## config.mk

```make
export PLATFORM = sky130hd
export DESIGN_NAME = hne_ctrl
export DESIGN_NICKNAME = d
export VERILOG_FILES = /design/src/design/hne_pkg.sv /design/src/design/hne_ctrl.sv
export SDC_FILE = /design/constraint.sdc
export NUM_CORES = 1
export LEC_CHECK = 0
export BUFFER_PORTS_ARGS = -buffer_cell sky130_fd_sc_hd__buf_2
export CAP_MARGIN = 5
export CORE_ASPECT_RATIO = 0.6
export CORE_UTILIZATION = 45
export CTS_BUF_LIST = sky130_fd_sc_hd__clkbuf_4
export DETAILED_ROUTE_END_ITERATION = 10
export GPL_TIMING_DRIVEN = 0
export PLACE_DENSITY = 0.7
export SYNTH_ARGS = -nofsm -noshare
export SYNTH_HDL_FRONTEND = slang
export SYNTH_SLANG_ARGS = --single-unit
```

## constraint.sdc

```tcl
create_clock -name i_clk -period 2.9 [get_ports i_clk]
set_input_delay 0 -clock i_clk [delete_from_list [all_inputs] [get_ports i_clk]]
set_output_delay 0 -clock i_clk [all_outputs]
set_load 0.1 [all_outputs]
```

## src/design/hne_pkg.sv

```systemverilog
// Shared types and constants of the heightmap normal engine.
// No dependencies; the controller, datapath, top level and testbench import this package.
`timescale 1ns / 1ps
`default_nettype none
package hne_pkg;

    localparam int GRID_SIDE = 64;
    localparam int COORD_W   = 6;
    localparam int SAMPLE_W  = 16;
    localparam int ADDR_W    = $clog2(GRID_SIDE * GRID_SIDE);
    localparam int DEPTH     = GRID_SIDE * GRID_SIDE;
    localparam int CFG_IDX_W = 2;
    localparam int CFG_W     = 16;

    // |dx| * W * mh fits 16 + 6 + 16 bits
    localparam int MAG_W  = 38;
    localparam int HI_W   = MAG_W - 32;
    localparam int SQ_W   = 2 * MAG_W;
    localparam int SUM_W  = SQ_W + 2;
    localparam int PW     = 112;
    localparam int Q_W    = 15;
    localparam int CNT_W  = 4;

    localparam int NX_W = 16;
    localparam int NY_W = 15;
    localparam int NZ_W = 16;

    localparam logic [PW-1:0] UNIT_SQ = PW'(32767 * 32767);
    localparam logic [PW-1:0] T_Y     = UNIT_SQ << 48;
    localparam logic [SUM_W-1:0] B_SQ = SUM_W'(1) << 48;

    typedef enum logic [CFG_IDX_W-1:0] {
        CFG_GRID_WIDTH  = 2'd0,
        CFG_GRID_LENGTH = 2'd1,
        CFG_MAX_HEIGHT  = 2'd2
    } t_cfg_idx;

    typedef enum logic [3:0] {
        OP_NONE, OP_ACCEPT, OP_READ, OP_DIFF, OP_SCALE1, OP_SCALE2,
        OP_SQ, OP_SUM, OP_INIT, OP_ITER, OP_STORE, OP_PUBLISH
    } t_dp_op;

    typedef struct packed {
        t_dp_op            op;
        logic [CNT_W-1:0]  cnt;
        logic [1:0]        comp;
    } t_cmd;

    typedef struct packed {
        logic bad;
        logic out_busy;
    } t_status;

endpackage
`default_nettype wire

```

## src/design/hne_ctrl.sv

```systemverilog
// Controller of the heightmap normal engine: sequences reads, squaring,
// the bit-serial normalization and result hand-off. Uses hne_pkg.
`timescale 1ns / 1ps
`default_nettype none
module hne_ctrl (
    input  wire logic            i_clk,
    input  wire logic            i_rst_n,
    input  wire logic            i_in_valid,
    input  wire logic            i_in_query,
    output logic                 o_in_ready,
    input  wire hne_pkg::t_status i_status,
    output hne_pkg::t_cmd        o_cmd
);
    import hne_pkg::*;

    typedef enum logic [10:0] {
        S_IDLE   = 11'b00000000001,
        S_READ   = 11'b00000000010,
        S_DIFF   = 11'b00000000100,
        S_SCALE1 = 11'b00000001000,
        S_SCALE2 = 11'b00000010000,
        S_SQ     = 11'b00000100000,
        S_SUM    = 11'b00001000000,
        S_INIT   = 11'b00010000000,
        S_ITER   = 11'b00100000000,
        S_STORE  = 11'b01000000000,
        S_PUB    = 11'b10000000000
    } t_state;

    t_state           r_state, n_state;
    logic [CNT_W-1:0] r_cnt, n_cnt;
    logic [1:0]       r_comp, n_comp;

    assign o_in_ready = (r_state == S_IDLE);

    always_comb begin
        n_state  = r_state;
        n_cnt    = r_cnt;
        n_comp   = r_comp;
        o_cmd.op   = OP_NONE;
        o_cmd.cnt  = r_cnt;
        o_cmd.comp = r_comp;
        unique case (r_state)
            S_IDLE: begin
                if (i_in_valid) begin
                    o_cmd.op = OP_ACCEPT;
                    if (i_in_query) begin
                        n_state = S_READ;
                        n_cnt   = '0;
                    end
                end
            end
            S_READ: begin
                o_cmd.op = OP_READ;
                if (r_cnt == '0 && i_status.bad) begin
                    n_state = S_PUB;
                end else if (r_cnt == CNT_W'(4)) begin
                    n_state = S_DIFF;
                end else begin
                    n_cnt = r_cnt + 1'b1;
                end
            end
            S_DIFF: begin
                o_cmd.op = OP_DIFF;
                n_state  = S_SCALE1;
            end
            S_SCALE1: begin
                o_cmd.op = OP_SCALE1;
                n_state  = S_SCALE2;
            end
            S_SCALE2: begin
                o_cmd.op = OP_SCALE2;
                n_state  = S_SQ;
                n_cnt    = '0;
            end
            S_SQ: begin
                o_cmd.op = OP_SQ;
                if (r_cnt == CNT_W'(7)) begin
                    n_state = S_SUM;
                end else begin
                    n_cnt = r_cnt + 1'b1;
                end
            end
            S_SUM: begin
                o_cmd.op = OP_SUM;
                n_state  = S_INIT;
                n_comp   = '0;
            end
            S_INIT: begin
                o_cmd.op = OP_INIT;
                n_state  = S_ITER;
                n_cnt    = CNT_W'(Q_W - 1);
            end
            S_ITER: begin
                o_cmd.op = OP_ITER;
                if (r_cnt == '0) begin
                    n_state = S_STORE;
                end else begin
                    n_cnt = r_cnt - 1'b1;
                end
            end
            S_STORE: begin
                o_cmd.op = OP_STORE;
                if (r_comp == 2'd2) begin
                    n_state = S_PUB;
                end else begin
                    n_comp  = r_comp + 1'b1;
                    n_state = S_INIT;
                end
            end
            S_PUB: begin
                if (!i_status.out_busy) begin
                    o_cmd.op = OP_PUBLISH;
                    n_state  = S_IDLE;
                end
            end
            default: n_state = S_IDLE;
        endcase
    end

    always_ff @(posedge i_clk) begin
        if (!i_rst_n) begin
            r_state <= S_IDLE;
            r_cnt   <= '0;
            r_comp  <= '0;
        end else begin
            r_state <= n_state;
            r_cnt   <= n_cnt;
            r_comp  <= n_comp;
        end
    end
endmodule
`default_nettype wire

```

==> flow_metrics.tcl, run 1 <==
set metrics [dict create \
    clock-sinks 17 \
    startpoint "r_state[3]" \
    ir_drop_uv 253 \
    yosysTopAreaCellShare 0.281 \
    critPathCaptureType "flop" \
    ys_async_sr_fraction 0 \
    grt_pass1_wl_mm 5.33 \
    final_util 0.564 \
    placed_area_sq_um 1340 \
    fin_area_sq_um 1420 \
    ys_ff_latch 17 \
    regToRegSetupSlack_ns 0.31 \
    synthCells 149 \
    p_leak_nw 0.626 \
    netlist_top_cells_area "dfxtp_1 28%, nand2_1 6.5%, nor2_1 4.6%, o211ai_1 3.7%, nor4_4 3.5%" \
    required_ns 3.07 \
    post-place-ws_ns 0.181 \
    min_to "r_state[10]" \
    wl_per_cell_microns 15.4 \
    num_vias 1319 \
    critPathKind "reg2reg" \
    hold_depth 5 \
    outcome "completed" \
    grt_max_degree 11 \
    gp_congestion 0.891 \
    fin_hold_ws_ns 0.123 \
    n_antenna_cell 0 \
    start_util 0.480 \
    cts_tree "done" \
    drt_iter0_drc 90 \
    final_nets 187 \
    powerDensity_nw_per_um2 572 \
    rsz0062_at_grt "false" \
    drc 0 \
    finalCriticalPeriod_ns 2.59 \
    hold_viol_final 0 \
    syn_area_sq_um 1210 \
    area_growth_pct 17.6 \
    swShare 0.458 \
    slew_headroom 0.519 \
    cp-start-kind "flop" \
    post_cts_resized 0 \
    core-area_sq_um 2520 \
    wl_mm 3.21 \
    fin_cells 208 \
    die-height_microns 42.2 \
    first_pass_iters 8 \
    r2r_start "r_state[3]" \
    synth-edff-count 0 \
    filler_cell_count 239 \
    cts_root_buffer "clkbuf_4" \
    fin_crit_sh 0.893 \
    htree_num_levels 1 \
    power_frac_comb 0.493 \
    p_sw_mw 0.372 \
    finalSetupTns_ns 0 \
    antenna_found_initial 0 \
    finalMaxSlewViolations 0 \
    crit_arrival_ns 2.76 \
    portBuffers 16 \
    dieArea_sq_um 2910 \
    drive_above_1_share 0.210 \
    clkPwrFrac 0.167 \
    maxCapViolations 0 \
    crit_path_max_fanout 9 \
    syn_nets 159 \
    dieWidth_microns 69.0 \
    track_usage 0.248 \
    setup_viol_count_final 0 \
    clockBufferDepth 2 \
    vias_per_cell 6.34 \
    power_frac_seq 0.340 \
    yosysTopAreaCell "dfxtp_1" \
    rows 14 \
    synth.distinct_cells 49 \
    grt_pass1_vias 1089 \
    r2r-end "r_cnt[3]" \
    cts_buffers 3 \
    ant_nets 0 \
    synth_warnings 0 \
    p_int_mw 0.441 \
    syn_avg_cell_area_sq_um 8.13 \
    clkSlewWorstSetupHoldPaths_ns 0.10 \
    clock_latency_ns 0.29 \
    yosys-top-cells-count "21 x nand2_1, 17 x dfxtp_1, 15 x nor2_1" \
    clock_skew_ns 0.00712 \
    grt_overflow 0 \
    worst_slack_ns 0.309 \
    r2r_cells 10 \
    synth_ff_type "dfxtp_1" \
    fmax_mhz 386 \
    min_path_type "in2reg" \
    yosysSeqAreaShare 0.281 \
    worst_pin_slew_ns 0.721 \
    worstHoldStart "i_status[0]" \
    total_power_mw 0.814 \
    dp_hpwl_mm 2.34 \
    dp_cells 197 \
    yosysMostFrequentCell "nand2_1" \
    design.portCount 17 \
]
[how the worst max path moves through the flow]
stage	to	slack, ns
2_1_floorplan	o_cmd[6]	0.24
3_3_place_gp	r_cnt[3]	0.21
3_5_place_dp	r_cnt[3]	0.18
4_1_cts	r_cnt[3]	0.17
5_1_grt	r_cnt[3]	0.13
6_report	r_cnt[3]	0.31
[registers in the layout, indices dropped and copies added (netlist names)]
register	flops
r_cnt	4
r_state	11
r_comp	2
[worst max-delay path: stages, from the launching register on]
cell	delay [ns]
dfxtp_1	0.39
nor4_4	0.28
buf_4	0.21
nand4_2	0.18
inv_1	0.21
ha_1	0.27
a21o_1	0.18
a21oi_1	0.19
xnor2_1	0.16
mux2i_1	0.27
a311oi_2	0.12
[metal layers]
metal  share of wire  routed length [microns]  GRT usage  vias to the layer above
met5               0                        0          0                        -
met4           0.027                       86     0.0857                        0
met3           0.086                      277     0.0652                       16
met2            0.42                     1350      0.342                       77
met1            0.47                     1490      0.367                      613
li1                -                        -          -                      613
[power by group through the flow]
stage          logic, mW  clock network (mW)  registers (mW)
2_1_floorplan      0.270                   0           0.316
3_3_place_gp       0.368                   0           0.279
3_5_place_dp       0.370                   0           0.282
4_1_cts            0.374               0.141           0.276
5_1_grt            0.422               0.158           0.280
6_report           0.401               0.136           0.277
[placed cells by master (no fill, tap or decap), drive strengths merged, types with 2 or more instances in the layout]
| cell | n |
|---|---|
| a21o | 2 |
| a21oi | 8 |
| a31oi | 2 |
| buf | 23 |
| clkbuf | 5 |
| dfxtp | 17 |
| dlygate4sd3 | 2 |
| ha | 3 |
| inv | 5 |
| mux2i | 4 |
| nand2 | 21 |
| nand2b | 2 |
| nand3 | 4 |
| nand3b | 3 |
| nand4 | 6 |
| nand4b | 3 |
| nor2 | 15 |
| nor2b | 5 |
| nor3 | 4 |
| nor4 | 5 |
| nor4b | 2 |
| o211ai | 6 |
| o21ai | 5 |
| xnor2 | 3 |
| xor2 | 2 |
[repair_timing]
item,4_1_cts,5_1_grt
hold buffers,2,0
hold endpoints to repair,2,0
buffers inserted,0,5
setup endpoints to repair,0,1
[layout make-up]
cell class	count	area, sq um	share of cell area
Multi-Input combinational cell	124	835	0.586
Inverter	5	18.8	0.0132
Buffer	3	22.5	0.0158
Clock buffer	4	30.0	0.0211
Timing Repair Buffer	23	138	0.0967
Sequential cell	17	340	0.239
Tap cell	32	40.0	0.0281
[cells by family (layout without fill, tap and decap cells)]
family	Yosys count	after routing	synth area share
flip-flops	17	17	0.281
buffers and inverters	8	35	0.0341
XOR/XNOR	5	5	0.0362
AND/OR/NAND/NOR	78	78	0.380
adder cells (fa/ha/maj)	4	4	0.0475
multiplexers	5	5	0.0424
AO/OA/AOI/OAI	32	32	0.179
(Power assumes the default switching activity.)
==> inputs of run 2 (changes only) <==
--- a/config.mk
+++ b/config.mk
@@ -12,7 +12,7 @@
 export CTS_BUF_LIST = sky130_fd_sc_hd__clkbuf_4
 export DETAILED_ROUTE_END_ITERATION = 10
 export GPL_TIMING_DRIVEN = 0
-export PLACE_DENSITY = 0.7
+export PLACE_DENSITY = 0.65
 export SYNTH_ARGS = -nofsm -noshare
 export SYNTH_HDL_FRONTEND = slang
 export SYNTH_SLANG_ARGS = --single-unit
==> flow_metrics.tcl, run 2 (same netlist as run 1, synthesis figures left out) <==
set metrics [dict create \
    critPathCaptureType "flop" \
    fmax_mhz 370 \
    core-area_sq_um 2520 \
    total_power_mw 0.793 \
    clock_latency_ns 0.30 \
    regToRegSetupSlack_ns 0.19 \
    drt_iter0_drc 114 \
    antenna_found_initial 0 \
    crit_slowest_cell "nor4_4" \
    finalCriticalPeriod_ns 2.71 \
    worst_slack_ns 0.194 \
    vias_per_cell 6.02 \
    finalMaxSlewViolations 0 \
    crit_family "simple AND/OR/NAND/NOR gates" \
    mostFrequentLayoutCells "21 x nand2_1, 17 x dfxtp_1, 16 x buf_2, 15 x nor2_1, 8 x a21oi_1" \
    cts_buffers 3 \
    drc 0 \
    htree_num_levels 1 \
    fin_hold_ws_ns 0.116 \
    cts_root_buffer "clkbuf_4" \
    first_pass_iters 5 \
    cp-start-kind "flop" \
    grt_overflow 0 \
    layout_commonest_cell "nand2_1" \
    dieWidth_microns 69.0 \
    grt_pass1_wl_mm 5.18 \
    slew_headroom 0.562 \
    path_cells "nor4_4, nand4_2, inv_1, ha_1, a21o_1, a21oi_1, xnor2_1, mux2i_1, a311oi_2" \
    ir_drop_uv 241 \
    maxCapViolations 0 \
    final_nets 184 \
    crit_arrival_ns 2.92 \
    powerDensity_nw_per_um2 567 \
    setup_viol_count_final 0 \
    area_growth_pct 15.5 \
    rsz0062_at_grt "false" \
    worst_pin_slew_ns 0.656 \
    post-place-ws_ns 0.171 \
    rows 14 \
    grt_pass1_vias 1057 \
    die-height_microns 42.2 \
    required_ns 3.12 \
    ant_nets 0 \
    hold_viol_final 0 \
    num_vias 1234 \
    p_leak_nw 0.611 \
    critPathMaxStageDelay_ns 0.51 \
    cts_tree "done" \
    min_path_type "in2reg" \
    clock_skew_ns 0.0116 \
    clkSlewWorstSetupHoldPaths_ns 0.11 \
    portBuffers 16 \
    clockBufferDepth 2 \
    filler_cell_count 242 \
    track_usage 0.250 \
    path_buf_inv 1 \
    finalSetupTns_ns 0 \
    fin_crit_sh 0.933 \
    gp_congestion 0.894 \
    top_register "r_state" \
    drive_above_1_share 0.197 \
    crit_path_max_fanout 7 \
    clock-sinks 17 \
    outcome "completed" \
    start_util 0.480 \
    reg_top3 "r_state (11), r_cnt (4), r_comp (2)" \
    critPathKind "reg2reg" \
    design.portCount 17 \
    dieArea_sq_um 2910 \
    dp_hpwl_mm 2.44 \
    wl_mm 3.23 \
    grt_max_degree 11 \
    largest_reg_flops 11 \
    n_antenna_cell 0 \
    post_cts_resized 0 \
    wl_per_cell_microns 15.8 \
]
==> run 2: cell count changes in the layout (fill, tap and decap cells not counted), sizes merged <==
cell / change
clkbuf: -1
buf: -3
clkinv: +1
==> run 2: through the flow <==
step | cells | cell area, sq um | util
4_1_cts | 203 | 1380 | 0.549
3_3_place_gp | 197 | 1340 | 0.530
3_5_place_dp | 197 | 1340 | 0.530
6_report | 205 | 1400 | 0.555
2_1_floorplan | 149 | 1220 | -
5_1_grt | 205 | 1400 | 0.555
==> run 2: worst paths after layout <==
check / startpoint / end / cells after the start
worst max register to register: r_state[7] / r_cnt[3] / 9
worst min-delay path: i_in_query / r_state[0] / 4
worst min register to register: r_comp[0] / r_comp[0] / 2
worst max-delay path: r_state[7] / r_cnt[3] / 9
==> run 2: worst min-delay path: stages <==
cell     delay (ns)
buf_2          0.10
nand2_1        0.08
a31oi_1        0.12
o21ai_1        0.09
==> run 2: metal layers <==
| layer | routed length, microns | part of all wire | global-route usage | up-vias |
|---|---|---|---|---|
| met1 | 1710 | 0.53 | 0.392 | 567 |
| met3 | 216 | 0.067 | 0.0679 | 6 |
| li1 | - | - | - | 607 |
| met5 | 0 | 0 | 0 | - |
| met4 | 36 | 0.011 | 0.0694 | 0 |
| met2 | 1270 | 0.39 | 0.324 | 54 |
==> run 2: layout make-up <==
class	count	area, sq um	share of cell area
inverters	5	18.8	0.0134
clock buffers	3	22.5	0.0161
flip-flops and latches	17	340	0.243
multi-input cells	124	835	0.597
plain buffers	3	22.5	0.0161
well taps	32	40.0	0.0286
clock inverters	1	5.00	0.00358
repair buffers	20	115	0.0823
==> run 2: report_power, final <==
group	switching (mW)	internal [mW]
combinational	0.264	0.122
clock	0.0798	0.0514
sequential	0.0285	0.248
total	0.372	0.421
==> run 2: what timing repair did <==
item / in CTS / in global routing
hold buffers: 2 / 0
setup buffers: 0 / 2
endpoints found under the hold margin: 2 / 0
endpoints found under the setup margin: 0 / 1
